--- src/rtl/assert_macros.svh ---
// Assertion macros used by the top level of the Hamiltonian cycle engine.
// Depends on a clock named clk and an active-low reset named arst_n in scope.
`ifndef ASSERT_MACROS_SVH
`define ASSERT_MACROS_SVH

// Clocked property, switched off while reset is held
`define GMHE_ASSERT(lbl, prop, msg) \
	lbl: assert property (@(posedge clk) disable iff (!arst_n) (prop)) \
		else $error(msg);

// Clocked implication, antecedent and consequent in the same cycle
`define GMHE_ASSERT_IMPL(lbl, ante, cons, msg) \
	lbl: assert property (@(posedge clk) disable iff (!arst_n) (ante) |-> (cons)) \
		else $error(msg);

// Clocked implication, consequent checked in the next cycle
`define GMHE_ASSERT_NEXT(lbl, ante, cons, msg) \
	lbl: assert property (@(posedge clk) disable iff (!arst_n) (ante) |=> (cons)) \
		else $error(msg);

`endif

--- src/rtl/gmhe_pkg.sv ---
// Package of the Hamiltonian cycle engine: sizes, command codes, matrix command struct.
// Used by gmhe_adj_store and graph_matrix_hamiltonian_engine; no dependencies.
`default_nettype none

package gmhe_pkg;

	localparam int MAX_VERTICES = 16;
	localparam int VTX_W        = 4;   // vertex index width
	localparam int CNT_W        = 5;   // holds 0..MAX_VERTICES

	typedef logic [VTX_W-1:0]        vtx_t;
	typedef logic [CNT_W-1:0]        cnt_t;
	typedef logic [MAX_VERTICES-1:0] row_t;

	// input word kinds
	typedef enum logic [1:0] {
		KIND_DIR    = 2'd0,
		KIND_BOTH   = 2'd1,
		KIND_SEARCH = 2'd2,
		KIND_NONE   = 2'd3
	} kind_t;

	// command from the sequencer to the adjacency store
	typedef struct packed {
		logic wr_en;   // add edge from_v -> to_v
		logic both;    // also add to_v -> from_v
		vtx_t from_v;
		vtx_t to_v;
		logic clear;   // wipe the whole matrix
	} adj_cmd_t;

	// bits 0..n-1 set
	function automatic row_t low_mask(input cnt_t n);
		row_t m;
		for (int i = 0; i < MAX_VERTICES; i++) begin
			m[i] = (CNT_W'(i) < n);
		end
		return m;
	endfunction

	// bits at or above s set
	function automatic row_t from_mask(input cnt_t s);
		row_t m;
		for (int i = 0; i < MAX_VERTICES; i++) begin
			m[i] = (CNT_W'(i) >= s);
		end
		return m;
	endfunction

	// index of the lowest set bit, 0 when none
	function automatic vtx_t lowest_bit(input row_t v);
		vtx_t idx;
		idx = '0;
		for (int i = MAX_VERTICES - 1; i >= 0; i--) begin
			if (v[i]) idx = VTX_W'(i);
		end
		return idx;
	endfunction

	function automatic row_t one_hot(input vtx_t v);
		return row_t'(1) << v;
	endfunction

endpackage

`default_nettype wire

--- src/rtl/gmhe_adj_store.sv ---
// Bit adjacency matrix of the Hamiltonian cycle engine: edge writes, clear, one row read.
// Depends on gmhe_pkg.
`default_nettype none

module gmhe_adj_store (
	input  wire                    clk,
	input  wire                    arst_n,
	input  wire gmhe_pkg::adj_cmd_t cmd,
	input  wire gmhe_pkg::cnt_t    n_eff,
	input  wire gmhe_pkg::vtx_t    rd_row,
	output gmhe_pkg::row_t         rd_data
);
	import gmhe_pkg::*;

	row_t rows_q [MAX_VERTICES];

	// edge is kept only when both ends are inside the graph in use
	logic ends_ok;
	assign ends_ok = ({1'b0, cmd.from_v} < n_eff) && ({1'b0, cmd.to_v} < n_eff);

	// matrix rows
	always_ff @(posedge clk or negedge arst_n) begin
		if (!arst_n) begin
			for (int r = 0; r < MAX_VERTICES; r++) rows_q[r] <= '0;
		end else if (cmd.clear) begin
			for (int r = 0; r < MAX_VERTICES; r++) rows_q[r] <= '0;
		end else if (cmd.wr_en && ends_ok) begin
			if (cmd.both && (cmd.from_v != cmd.to_v)) begin
				rows_q[cmd.from_v] <= rows_q[cmd.from_v] | one_hot(cmd.to_v);
				rows_q[cmd.to_v]   <= rows_q[cmd.to_v] | one_hot(cmd.from_v);
			end else begin
				rows_q[cmd.from_v] <= rows_q[cmd.from_v] | one_hot(cmd.to_v);
			end
		end
	end

	// single read port
	assign rd_data = rows_q[rd_row];

endmodule

`default_nettype wire

--- src/rtl/graph_matrix_hamiltonian_engine.sv ---
// Top level of the Hamiltonian cycle engine: sequencer, path stack, result register.
// Depends on gmhe_pkg, gmhe_adj_store and assert_macros.svh.
// An edge word (kind 0 or 1) is written to the matrix and yields no result; kind 3 is dropped.
// A search word first scans the matrix rows 0..n-1 for the universal-sink and
// odd-degree flags, then makes one push or pop per step of the backtracking search
// and then the closing-edge or empty-stack decision, then n+1 result words (cycle
// found) or one (not found) at one per cycle when out_ready stays high. All of it goes
// through the single row read port of the matrix, so the search time grows with the
// number of backtracking steps and is data dependent. The input is not ready from the
// search word until its last result word is loaded. The matrix is cleared when the
// search ends. vertex_count 0 acts as 1, above 16 as 16.
`default_nettype none

module graph_matrix_hamiltonian_engine (
	input  wire                  clk,
	input  wire                  arst_n,
	// input words
	input  wire                  in_valid,
	output logic                 in_ready,
	input  wire [1:0]            kind,
	input  wire [3:0]            from_vertex,
	input  wire [3:0]            to_vertex,
	// result words
	output logic                 out_valid,
	input  wire                  out_ready,
	output logic [3:0]           vertex,
	output logic                 found,
	output logic                 sink_exists,
	output logic                 euler_possible,
	output logic                 last,
	// vertex_count register
	input  wire                  cfg_valid,
	output logic                 cfg_ready,
	input  wire [4:0]            cfg_data
);
	import gmhe_pkg::*;

	`include "assert_macros.svh"

	typedef enum logic [3:0] {
		ST_IDLE   = 4'b0001,
		ST_FLAGS  = 4'b0010,
		ST_SEARCH = 4'b0100,
		ST_EMIT   = 4'b1000
	} state_t;

	state_t   state_q;
	cnt_t     vcount_q;
	cnt_t     n_eff;
	row_t     nmask;

	cnt_t     cnt_q;        // row index in the scan, word index in the output
	cnt_t     odd_q;
	row_t     col_q;        // column c set while every other row has bit c
	logic     seen_q;       // an empty row has been found
	vtx_t     sink_row_q;
	logic     sink_q;
	logic     euler_q;

	vtx_t     path_q [MAX_VERTICES];
	row_t     used_q;
	cnt_t     depth_q;
	cnt_t     start_q;
	logic     found_q;

	logic     out_valid_q;
	vtx_t     vertex_q;
	logic     found_out_q;
	logic     sink_out_q;
	logic     euler_out_q;
	logic     last_q;

	adj_cmd_t adj_cmd;
	vtx_t     rd_row;
	row_t     rd_data;

	// register write port
	assign cfg_ready = 1'b1;

	always_ff @(posedge clk or negedge arst_n) begin
		if (!arst_n) vcount_q <= CNT_W'(MAX_VERTICES);
		else if (cfg_valid) vcount_q <= cfg_data;
	end

	// clamp vertex_count to 1..MAX_VERTICES
	always_comb begin
		if (vcount_q == '0) n_eff = CNT_W'(1);
		else if (vcount_q > CNT_W'(MAX_VERTICES)) n_eff = CNT_W'(MAX_VERTICES);
		else n_eff = vcount_q;
	end
	assign nmask = low_mask(n_eff);

	assign in_ready = (state_q == ST_IDLE);

	logic in_acc;
	assign in_acc = in_valid && in_ready;

	// path stack read address: top of stack in search, word index in output
	cnt_t depth_m1;
	vtx_t path_rd_idx;
	vtx_t path_rd;
	assign depth_m1    = depth_q - CNT_W'(1);
	assign path_rd_idx = (state_q == ST_EMIT) ? cnt_q[VTX_W-1:0] : depth_m1[VTX_W-1:0];
	assign path_rd     = path_q[path_rd_idx];

	// shared row read: scan row in the flag pass, top of path in the search
	assign rd_row = (state_q == ST_FLAGS) ? cnt_q[VTX_W-1:0] : path_rd;

	// flag pass step
	row_t row_m;
	cnt_t odd_nx;
	row_t col_nx;
	logic seen_nx;
	vtx_t sink_row_nx;
	logic scan_end;
	always_comb begin
		row_m       = rd_data & nmask;
		odd_nx      = odd_q + CNT_W'(^row_m);
		col_nx      = col_q & (rd_data | one_hot(cnt_q[VTX_W-1:0]));
		seen_nx     = seen_q;
		sink_row_nx = sink_row_q;
		if (!seen_q && (row_m == '0)) begin
			seen_nx     = 1'b1;
			sink_row_nx = cnt_q[VTX_W-1:0];
		end
		scan_end = (cnt_q == depth_m1 + n_eff - depth_q) ;
	end

	// search step: candidates at or above start that are adjacent and unused
	row_t cand;
	logic has_cand;
	vtx_t pick;
	logic at_full;
	always_comb begin
		cand     = rd_data & ~used_q & nmask & from_mask(start_q);
		has_cand = |cand;
		pick     = lowest_bit(cand);
		at_full  = (depth_q == n_eff);
	end

	// output word of the current index
	logic out_load;
	logic out_last_nx;
	vtx_t out_vtx_nx;
	always_comb begin
		out_load    = (state_q == ST_EMIT) && (!out_valid_q || out_ready);
		out_last_nx = !found_q || (cnt_q == n_eff);
		out_vtx_nx  = (found_q && (cnt_q != n_eff)) ? path_rd : '0;
	end

	logic search_done;
	assign search_done = (state_q == ST_SEARCH) &&
		((at_full && rd_data[0]) || (!(at_full ? 1'b0 : has_cand) && depth_q <= CNT_W'(1)));

	// adjacency store command
	always_comb begin
		adj_cmd        = '0;
		adj_cmd.wr_en  = in_acc && ((kind == KIND_DIR) || (kind == KIND_BOTH));
		adj_cmd.both   = (kind == KIND_BOTH);
		adj_cmd.from_v = from_vertex;
		adj_cmd.to_v   = to_vertex;
		adj_cmd.clear  = search_done;
	end

	gmhe_adj_store u_adj (
		.clk     (clk),
		.arst_n  (arst_n),
		.cmd     (adj_cmd),
		.n_eff   (n_eff),
		.rd_row  (rd_row),
		.rd_data (rd_data)
	);

	// sequencer
	always_ff @(posedge clk or negedge arst_n) begin
		if (!arst_n) begin
			state_q    <= ST_IDLE;
			cnt_q      <= '0;
			odd_q      <= '0;
			col_q      <= '1;
			seen_q     <= 1'b0;
			sink_row_q <= '0;
			sink_q     <= 1'b0;
			euler_q    <= 1'b0;
			used_q     <= '0;
			depth_q    <= '0;
			start_q    <= '0;
			found_q    <= 1'b0;
		end else begin
			case (state_q)
				ST_IDLE: begin
					if (in_acc && (kind == KIND_SEARCH)) begin
						cnt_q   <= '0;
						odd_q   <= '0;
						col_q   <= '1;
						seen_q  <= 1'b0;
						state_q <= ST_FLAGS;
					end
				end
				ST_FLAGS: begin
					odd_q      <= odd_nx;
					col_q      <= col_nx;
					seen_q     <= seen_nx;
					sink_row_q <= sink_row_nx;
					cnt_q      <= cnt_q + CNT_W'(1);
					if (scan_end) begin
						sink_q  <= seen_nx && col_nx[sink_row_nx];
						euler_q <= (odd_nx == CNT_W'(0)) || (odd_nx == CNT_W'(2));
						used_q  <= row_t'(1);
						depth_q <= CNT_W'(1);
						start_q <= '0;
						state_q <= ST_SEARCH;
					end
				end
				ST_SEARCH: begin
					if (!at_full && has_cand) begin
						// push
						used_q  <= used_q | one_hot(pick);
						depth_q <= depth_q + CNT_W'(1);
						start_q <= '0;
					end else if (at_full && rd_data[0]) begin
						found_q <= 1'b1;
						cnt_q   <= '0;
						state_q <= ST_EMIT;
					end else if (depth_q <= CNT_W'(1)) begin
						found_q <= 1'b0;
						cnt_q   <= '0;
						state_q <= ST_EMIT;
					end else begin
						// pop
						used_q  <= used_q & ~one_hot(path_rd);
						start_q <= {1'b0, path_rd} + CNT_W'(1);
						depth_q <= depth_m1;
					end
				end
				ST_EMIT: begin
					if (out_load) begin
						cnt_q <= cnt_q + CNT_W'(1);
						if (out_last_nx) state_q <= ST_IDLE;
					end
				end
				default: state_q <= ST_IDLE;
			endcase
		end
	end

	// path stack, start vertex is always 0
	always_ff @(posedge clk) begin
		if (state_q == ST_FLAGS && scan_end) begin
			path_q[0] <= '0;
		end else if (state_q == ST_SEARCH && !at_full && has_cand) begin
			path_q[depth_q[VTX_W-1:0]] <= pick;
		end
	end

	// result register
	always_ff @(posedge clk or negedge arst_n) begin
		if (!arst_n) begin
			out_valid_q <= 1'b0;
		end else if (out_load) begin
			out_valid_q <= 1'b1;
		end else if (out_ready) begin
			out_valid_q <= 1'b0;
		end
	end

	always_ff @(posedge clk) begin
		if (out_load) begin
			vertex_q    <= out_vtx_nx;
			found_out_q <= found_q;
			sink_out_q  <= sink_q;
			euler_out_q <= euler_q;
			last_q      <= out_last_nx;
		end
	end

	assign out_valid      = out_valid_q;
	assign vertex         = vertex_q;
	assign found          = found_out_q;
	assign sink_exists    = sink_out_q;
	assign euler_possible = euler_out_q;
	assign last           = last_q;

	// checks
	`GMHE_ASSERT_IMPL(a_used_depth, state_q == ST_SEARCH,
		$countones(used_q) == 32'(depth_q), "used mask and path depth disagree")
	`GMHE_ASSERT(a_depth_bound, (state_q != ST_SEARCH) ||
		((depth_q >= CNT_W'(1)) && (depth_q <= n_eff)), "path depth out of range")
	`GMHE_ASSERT_NEXT(a_emit_end, out_load && out_last_nx,
		(state_q == ST_IDLE) && out_valid_q && last_q, "final word not flagged last")

endmodule

`default_nettype wire
--- config.mk ---
export PLATFORM = sky130hd
export DESIGN_NAME = graph_matrix_hamiltonian_engine
export DESIGN_NICKNAME = d
export VERILOG_FILES = /design/src/rtl/gmhe_pkg.sv /design/src/rtl/gmhe_adj_store.sv /design/src/rtl/graph_matrix_hamiltonian_engine.sv
export VERILOG_INCLUDE_DIRS = /design/src /design/src/rtl
export SDC_FILE = /design/constraint.sdc
export NUM_CORES = 2
export LEC_CHECK = 0
export BUFFER_PORTS_ARGS = -buffer_cell sky130_fd_sc_hd__buf_2
export CAP_MARGIN = 20
export CELL_PAD_IN_SITES_DETAIL_PLACEMENT = 0
export CELL_PAD_IN_SITES_GLOBAL_PLACEMENT = 1
export CORE_ASPECT_RATIO = 1.2
export CORE_UTILIZATION = 51
export CTS_CLUSTER_SIZE = 30
export DETAILED_ROUTE_END_ITERATION = 8
export HOLD_SLACK_MARGIN = 0.1
export PLACE_DENSITY = 0.89
export SLEW_MARGIN = 25
export SYNTH_ARGS = -nofsm -noshare
export SYNTH_HDL_FRONTEND = slang
export SYNTH_SLANG_ARGS = --single-unit
--- constraint.sdc ---
create_clock -name clk -period 7.4 [get_ports clk]
set_clock_uncertainty 0.05 [all_clocks]
set_input_delay 1.48 -clock clk [delete_from_list [all_inputs] [get_ports clk]]
set_output_delay 1.48 -clock clk [all_outputs]
set_load 0.1 [all_outputs]
Word-level counts from Yosys, hierarchy flattened
Memories as Yosys holds them, arrays and structs flattened.
Cells that the tools add are included.
- $lt $le $gt $ge: 42
- shifts and indexed selects: 5
- mux-type cells: 89
- bitwise operators: 16
- add/sub/neg operators: 7
- equality and inequality tests: 20
- reductions and logical operators: 48
- operators by type and width (cell ; count):
    256-bit 2-to-1 mux ; 3
    256-bit bitwise mux ; 2
    16-bit 2-to-1 mux ; 13
    16-bit binary-select mux with 4-bit select ; 3
    16-bit demux with 4-bit select ; 2
    4-bit 2-to-1 mux ; 28
    16-bit bitwise AND ; 6
    1-bit by 4-bit left shift with 16-bit output, first input constant ; 5
    5-bit 2-to-1 mux ; 15
    16-bit OR ; 4
    16-bit one-hot mux with 2 select lines ; 2
    4-bit by 5-bit >= comparator with 1-bit output, first input constant ; 8
    4-bit by 5-bit < comparator with 1-bit output, first input constant ; 8
    16-bit NOT ; 2
    5-bit one-hot mux with 2 select lines ; 3
    3-bit by 5-bit >= comparator with 1-bit output, first input constant ; 4
    3-bit by 5-bit < comparator with 1-bit output, first input constant ; 4
    5-bit one-hot mux with 4 select lines ; 1
    1-bit logical AND ; 19
    16-bit zero test ; 1
    4-bit one-hot mux with 4 select lines ; 1
    16-bit OR reduction ; 1
    16-bit parity ; 1
    5-bit equality test ; 3
    46 further kinds ; 88
- memories: 1
- register bits after elaboration: 334
- word-level logic and storage cells: 263
- output and inout bits: 11
- input port bits: 20
- RAM bits: 64
- memory list (memory ; words ; width ; read ports ; clocked after Yosys merged registers in ; write ports ; RTL line ; RTL):
    path_q ; 16 ; 4 ; 1 ; 0 ; 1 ; graph_matrix_hamiltonian_engine.sv:60 ; vtx_t path_q [MAX_VERTICES];

Longest topological paths before layout
An unclocked memory read counts as a cell.
- depth in word-level cells: 31
- gate-level depth with buffers: 31
- gate-level depth less buffers: 24

Modules after synthesis
A second synthesis with hierarchy kept.
- cells, all modules: 2530
- area total of the unflattened synthesis: 27368.7 um2
- by module, submodules not included (module ; area each (um2) ; times used ; sequential area each (um2) ; cells each):
    gmhe_adj_store ; 18975.7 ; 1 ; 6406.1 ; 1740
    graph_matrix_hamiltonian_engine ; 8393.0 ; 1 ; 3936.3 ; 790

Worst setup path before layout
No wires, ideal clock.
- path type: reg-to-reg
- start: register depth_q[0]
- end: register sink_q
- arrival: 6614 ps
- path buffers: 8
- clock period less this slack: 6784 ps
- slack: 616 ps
- cell stages (with the launch flop): 32
- required time: 7229 ps
- cells stage by stage: dfrtp_1 > clkbuf_1 > clkbuf_1 > clkinv_1 > ha_1 > clkbuf_1 > xor2_1 > mux2i_4 > buf_4 > nor3_1 > a211oi_1 > or4_1 > buf_2 > inv_2 > buf_2 > buf_4 > a21oi_1 > o32ai_1 > o32ai_1 > a211oi_1 > nand2b_1 > ha_1 > nand4_1 > nor3_1 > mux2i_1 > clkbuf_1 > a211o_1 > o21ai_0 > o211ai_1 > o31a_1 > o211ai_1 > a22o_1
- word-level cells in the longest chain between the ends: 15
- elaborated cells between the ends (all ways): 22
- classes of those cells: add/sub (3); eq/ne (1); mux (9); bitwise (4); reduce/logical (4); memory (1)
- ends and longest elaborated chain (item ; RTL line ; RTL):
    start, declared ; graph_matrix_hamiltonian_engine.sv:62 ; cnt_t depth_q;
    start signal, assigned ; graph_matrix_hamiltonian_engine.sv:219 ; depth_q <= depth_q + CNT_W'(1);
    start signal, assigned ; graph_matrix_hamiltonian_engine.sv:233 ; depth_q <= depth_m1;
    5-bit by 1-bit subtractor with 5-bit output (*) ; graph_matrix_hamiltonian_engine.sv:102 ; assign depth_m1 = depth_q - CNT_W'(1);
    4-bit 2-to-1 mux (*) ; graph_matrix_hamiltonian_engine.sv:103 ; assign path_rd_idx = (state_q == ST_EMIT) ? cnt_q[VTX_W-1:0] : depth_m1[VTX_W-1:0];
    memory 16 x 4 bit (*) ; -- ;
    net path_rd[1] ; graph_matrix_hamiltonian_engine.sv:101 ; vtx_t path_rd;
    4-bit 2-to-1 mux (*) ; graph_matrix_hamiltonian_engine.sv:107 ; assign rd_row = (state_q == ST_FLAGS) ? cnt_q[VTX_W-1:0] : path_rd;
    4-bit NOT with 5-bit output (not written as such) (*) ; gmhe_adj_store.sv:38 ; assign rd_data = rows_q[rd_row];
    16-bit binary-select mux with 4-bit select (*) ; gmhe_adj_store.sv:38 ;
    16-bit 2-to-1 mux (not written as such) (*) (2 in series) ; gmhe_adj_store.sv:38 ;
    16-bit bitwise AND ; graph_matrix_hamiltonian_engine.sv:117 ; row_m = rd_data & nmask;
    16-bit zero test ; graph_matrix_hamiltonian_engine.sv:122 ; if (!seen_q && (row_m == '0)) begin
    1-bit logical AND ; graph_matrix_hamiltonian_engine.sv:122 ;
    4-bit 2-to-1 mux ; graph_matrix_hamiltonian_engine.sv:122 ;
    1-bit binary-select mux with 4-bit select ; graph_matrix_hamiltonian_engine.sv:207 ; sink_q <= seen_nx && col_nx[sink_row_nx];
    1-bit 2-to-1 mux (not written as such) ; graph_matrix_hamiltonian_engine.sv:207 ;
    1-bit logical AND (*) ; graph_matrix_hamiltonian_engine.sv:207 ;
    end signal, assigned ; graph_matrix_hamiltonian_engine.sv:207 ;
    end, declared ; graph_matrix_hamiltonian_engine.sv:57 ; logic sink_q;
The timed path passes the listed nets; every way through them passes the cells marked *. The select of a mux whose other input is x is not followed.
A chain may end at the register's enable or synchronous reset.

Worst setup path in the final report
- start: register state_q[1]
- end: memory path_q[6][3] (netlist bit), enable pin
- word-level cells in the longest chain between the ends: 18
- elaborated cells between the ends (all ways): 25
- classes of those cells: eq/ne (3); mux (12); bitwise (4); reduce/logical (5); memory (1)
- ends and longest elaborated chain (item ; RTL line ; RTL):
    start, declared ; graph_matrix_hamiltonian_engine.sv:47 ; state_t state_q;
    start signal, assigned ; graph_matrix_hamiltonian_engine.sv:177 ; state_q <= ST_IDLE;
    start signal, assigned ; graph_matrix_hamiltonian_engine.sv:197 ; state_q <= ST_FLAGS;
    start signal, assigned ; graph_matrix_hamiltonian_engine.sv:212 ; state_q <= ST_SEARCH;
    4-bit equality test ; graph_matrix_hamiltonian_engine.sv:103 ;
    4-bit 2-to-1 mux ; graph_matrix_hamiltonian_engine.sv:103 ;
    memory 16 x 4 bit ; -- ;
    4-bit 2-to-1 mux ; graph_matrix_hamiltonian_engine.sv:107 ;
    4-bit NOT with 5-bit output (not written as such) ; gmhe_adj_store.sv:38 ;
    16-bit binary-select mux with 4-bit select ; gmhe_adj_store.sv:38 ;
    16-bit 2-to-1 mux (not written as such) (2 in series) ; gmhe_adj_store.sv:38 ;
    16-bit bitwise AND (3 in series) ; graph_matrix_hamiltonian_engine.sv:135 ; cand = rd_data & ~used_q & nmask & from_mask(start_q);
    16-bit OR reduction ; graph_matrix_hamiltonian_engine.sv:136 ; has_cand = |cand;
    1-bit logical AND ; graph_matrix_hamiltonian_engine.sv:251 ; end else if (state_q == ST_SEARCH && !at_full && has_cand) begin
    1-bit 2-to-1 mux ; graph_matrix_hamiltonian_engine.sv:251 ;
    1-bit 2-to-1 mux ; graph_matrix_hamiltonian_engine.sv:249 ; if (state_q == ST_FLAGS && scan_end) begin
    1-bit 2-to-1 mux (not written as such) ; graph_matrix_hamiltonian_engine.sv:252 ; path_q[depth_q[VTX_W-1:0]] <= pick;
    4-bit OR reduction (no source line) ; -- ;
    4-bit 2-to-1 mux (no source line) / 1-bit 2-to-1 mux (equally long branches) ; -- ;
    end, declared ; graph_matrix_hamiltonian_engine.sv:60 ;
Parallel ways exist; a longest one is shown, timed or not. The select of a mux whose other input is x is not followed.

==> flow_summary.yaml <==
clock_tree:
  clock_latency_ps: 620
  numCtsBuffers: 45
  cts_hold_buf: 0
  cts_max_path_buffers: 3
  clk_pin_slew_ps: 60
  clock_sinks: 398
  root_buffer: "clkbuf_16"
  h-tree-depth: 2
  cts_tree: "done"
final_layout:
  nets: 3072
  drive_above_1_share_pct: 17.9
  regArea_sq_mm: 0.0103
  nFillCells: 4842
  area_growth_pct: 9.95
  multi_input_area_sq_mm: 0.0171
synth:
  syn_inst: 3077
  ys_types: 89
  synth_edf_count: 72
  ys.warnings.count: 0
  synth_area_sq_mm: 0.0288
  synth_ff_type: "dfrtp_1"
  synth_seq_cells: 398
  synth_top_cell_by_area: "dfrtp_1"
  async_flop_share_pct: 81.9
  syn-num-nets: 3132
  synth-seq-area-share_pct: 36.0
  synth_common_cells: "nor2_1 (393), dfrtp_1 (308), o22ai_1 (295)"
  synth_top_area_share_pct: 26.8
  yosysMostFrequentCell: "nor2_1"
  yosys-top-cells-area: "dfrtp_1 (27%), mux4_2 (11%), edfxtp_1 (7.5%)"
  synth.avg_cell_area_sq_um: 9.34
drt:
  post_drt_wl_per_cell_um: 34.0
  dr_total_vias: 29200
  drt_iter0_markers: 4852
  routed_wl_um: 128000
  antenna_left: 0
  dr.pass1.iters: 6
  drc: 0
  drt-vias-per-instance: 7.75
run_status:
  outcome: "finished clean"
timing:
  tns_ps: 0
  hold_viol_final: 0
  setup_viol: 0
  tightest_slew_ps: 1100
  maxSlewViolCount: 0
  timing.fmax_ghz: 0.140
  hold_slack_ps: 420
  period_needed_ps: 7160
  relSlewSlack_pct: 26.3
  min_period_over_period_pct: 96.7
global_routing:
  grt_max_degree: 156
  grt_usage_pct: 44.6
  antenna_found_initial: 4
  grt-ovfl-total: 0
  grt_pass1_wl_um: 187000
  grt_pass1_vias: 28000
die:
  die_y_um: 262
  num_io_pins: 31
  rows: 94
  initial_core_util_pct: 52.0
  die_w_um: 219
  core_sq_mm: 0.0553
  die_area_sq_mm: 0.0573
placed_design:
  dpl.hpwl_um: 85900
  place_congestion: 1.04
  io_buffers: 29
critical_path:
  cp_data_required_time_ps: 7620
  crit_top_cell: "buf_4"
  arrival_ps: 7380
  cp-start-kind: "flip-flop"
  path_cells: "or4b_1, mux2i_4, buf_12, mux2i_1, a211oi_4, or4_2, inv_2, buf_4, and3_1, a311oi_1, o22ai_1, nor4_1, buf_4, o41ai_2, buf_4, nor4_1, buf_4, a21oi_1, nand3_1, nor2_1"
  rr_startpoint: "state_q[1]$_DFFE_PN0P_"
  crit_fanout: 29
  crit_slowest_cell: "or4b_1"
  r2r-end: "path_q[6][3]$_DFFE_PP_"
  r2r_slack_ps: 240
  cpPeakStageDelay_ps: 750
  critPathKind: "reg -> reg"
  end_kind: "flip-flop"
  reg2regPathDepth: 20
worst_hold_path:
  hold_depth: 2
  min_from: "col_q[5]$_DFFE_PN1P_"
  min_to: "col_q[5]$_DFFE_PN1P_"
  hold_class: "reg -> reg"
power_and_ir_drop:
  leakagePower_uw: 0.0125
  power_density_mw_per_mm2: 500
  irDropWorstVdd_v: 0.00112
flow_run:
  maxCapViolCount: 0
==> sequential cells by signal (all words and copies together), names as in the netlist, 4 cells and up <==
register	flops
u_adj.rows_q	256
path_q	64
col_q	16
used_q	16
cnt_q	5
depth_q	5
odd_q	5
start_q	5
vcount_q	5
sink_row_q	4
state_q	4
vertex	4
==> where the power goes <==
group          leakage, uW  switching, uW  internal, uW
registers          0.00472            920          2900
logic              0.00705           5920          3790
clock network     0.000707            991          1280
==> metrics by stage <==
stage / instance area, sq um / util [%] / instances / setup WS, ps / total power [uW]
2_1_floorplan: 28800 / - / 3077 / 616 / 9370
3_3_place_gp: 30000 / 54.2 / 3676 / 228 / 12800
6_report: 31600 / 57.2 / 3771 / 243 / 15800
3_5_place_dp: 30000 / 54.2 / 3677 / 145 / 12900
4_1_cts: 31400 / 56.8 / 3756 / 94.9 / 15200
5_1_grt: 31600 / 57.2 / 3769 / -6.56 / 16300
==> placed cells by master (no fill, tap or decap), types with 18 or more instances in the layout <==
| master | netlist | layout |
|---|---|---|
| nor2_1 | 393 | 389 |
| dfrtp_1 | 308 | 307 |
| o22ai_1 | 295 | 295 |
| nand2_1 | 215 | 214 |
| buf_4 | 17 | 174 |
| a22oi_1 | 159 | 159 |
| mux4_2 | 145 | 145 |
| a211oi_1 | 135 | 131 |
| a21oi_1 | 105 | 104 |
| mux2i_1 | 100 | 97 |
| o211ai_1 | 76 | 76 |
| and3_1 | 73 | 73 |
| edfxtp_1 | 72 | 72 |
| nand3_1 | 63 | 63 |
| o21ai_0 | 56 | 56 |
| clkbuf_16 | 0 | 45 |
| nor3_1 | 45 | 42 |
| and2_1 | 36 | 35 |
| ha_1 | 34 | 34 |
| nand2b_1 | 31 | 31 |
| o41ai_1 | 32 | 31 |
| inv_1 | 30 | 30 |
| or2_2 | 27 | 27 |
| buf_2 | 24 | 24 |
| mux2_2 | 22 | 22 |
| xnor2_1 | 21 | 21 |
| a311oi_1 | 20 | 20 |
| dfstp_2 | 18 | 18 |
==> layer usage <==
metal / vias up / global-route usage [%] / wire length (um)
li1: 11800 / - / -
met2: 2585 / 69.3 / 57700
met1: 14200 / 52.4 / 42200
met3: 715 / 12.3 / 16100
met5: - / 0 / 27
met4: 4 / 34.5 / 12200
==> cell families after synthesis <==
logic type,share of synthesized area [%]
AOI/OAI and AO/OA,24.9
xor gates and xnor gates,1.04
adders and majority gates,1.55
buffers and inverters,5.42
DFF,36.0
muxes,15.9
other,0.0130
and+or+nand+nor,15.2
==> what timing repair did <==
action / CTS / global route
endpoints found under the setup margin: 0 / 136
setup buffers: 0 / 13
resized for setup: 0 / 8
==> cell type report <==
type	instances	share of cell area, %
multi-input combinational	2326	54.0
sequential	398	32.7
timing repair buffer	213	5.47
clock buffer	61	3.91
tap	720	2.85
clock inverter	18	0.641
inverter	33	0.392
antenna	2	0.0158
==> critical path, delay by kind of cell (launching register included) <==
kind                   cells  cell delay, ps
AOI/OAI and AO/OA          5            1680
buffers and inverters      6            1360
DFF                        1             450
muxes                      2             680
and+or+nand+nor            7            2570
==> worst max-delay path by stage <==
stage | startpoint | end | cells after the start
2_1_floorplan | depth_q[0]$_DFFE_PN0P_ | sink_q$_DFFE_PN0P_ | 31
6_report | state_q[1]$_DFFE_PN0P_ | path_q[6][3]$_DFFE_PP_ | 20
3_5_place_dp | state_q[1]$_DFFE_PN0P_ | sink_q$_DFFE_PN0P_ | 23
5_1_grt | state_q[1]$_DFFE_PN0P_ | path_q[5][0]$_DFFE_PP_ | 19
3_3_place_gp | state_q[1]$_DFFE_PN0P_ | sink_q$_DFFE_PN0P_ | 23
4_1_cts | state_q[1]$_DFFE_PN0P_ | sink_q$_DFFE_PN0P_ | 23
(Power assumes the default switching activity.)
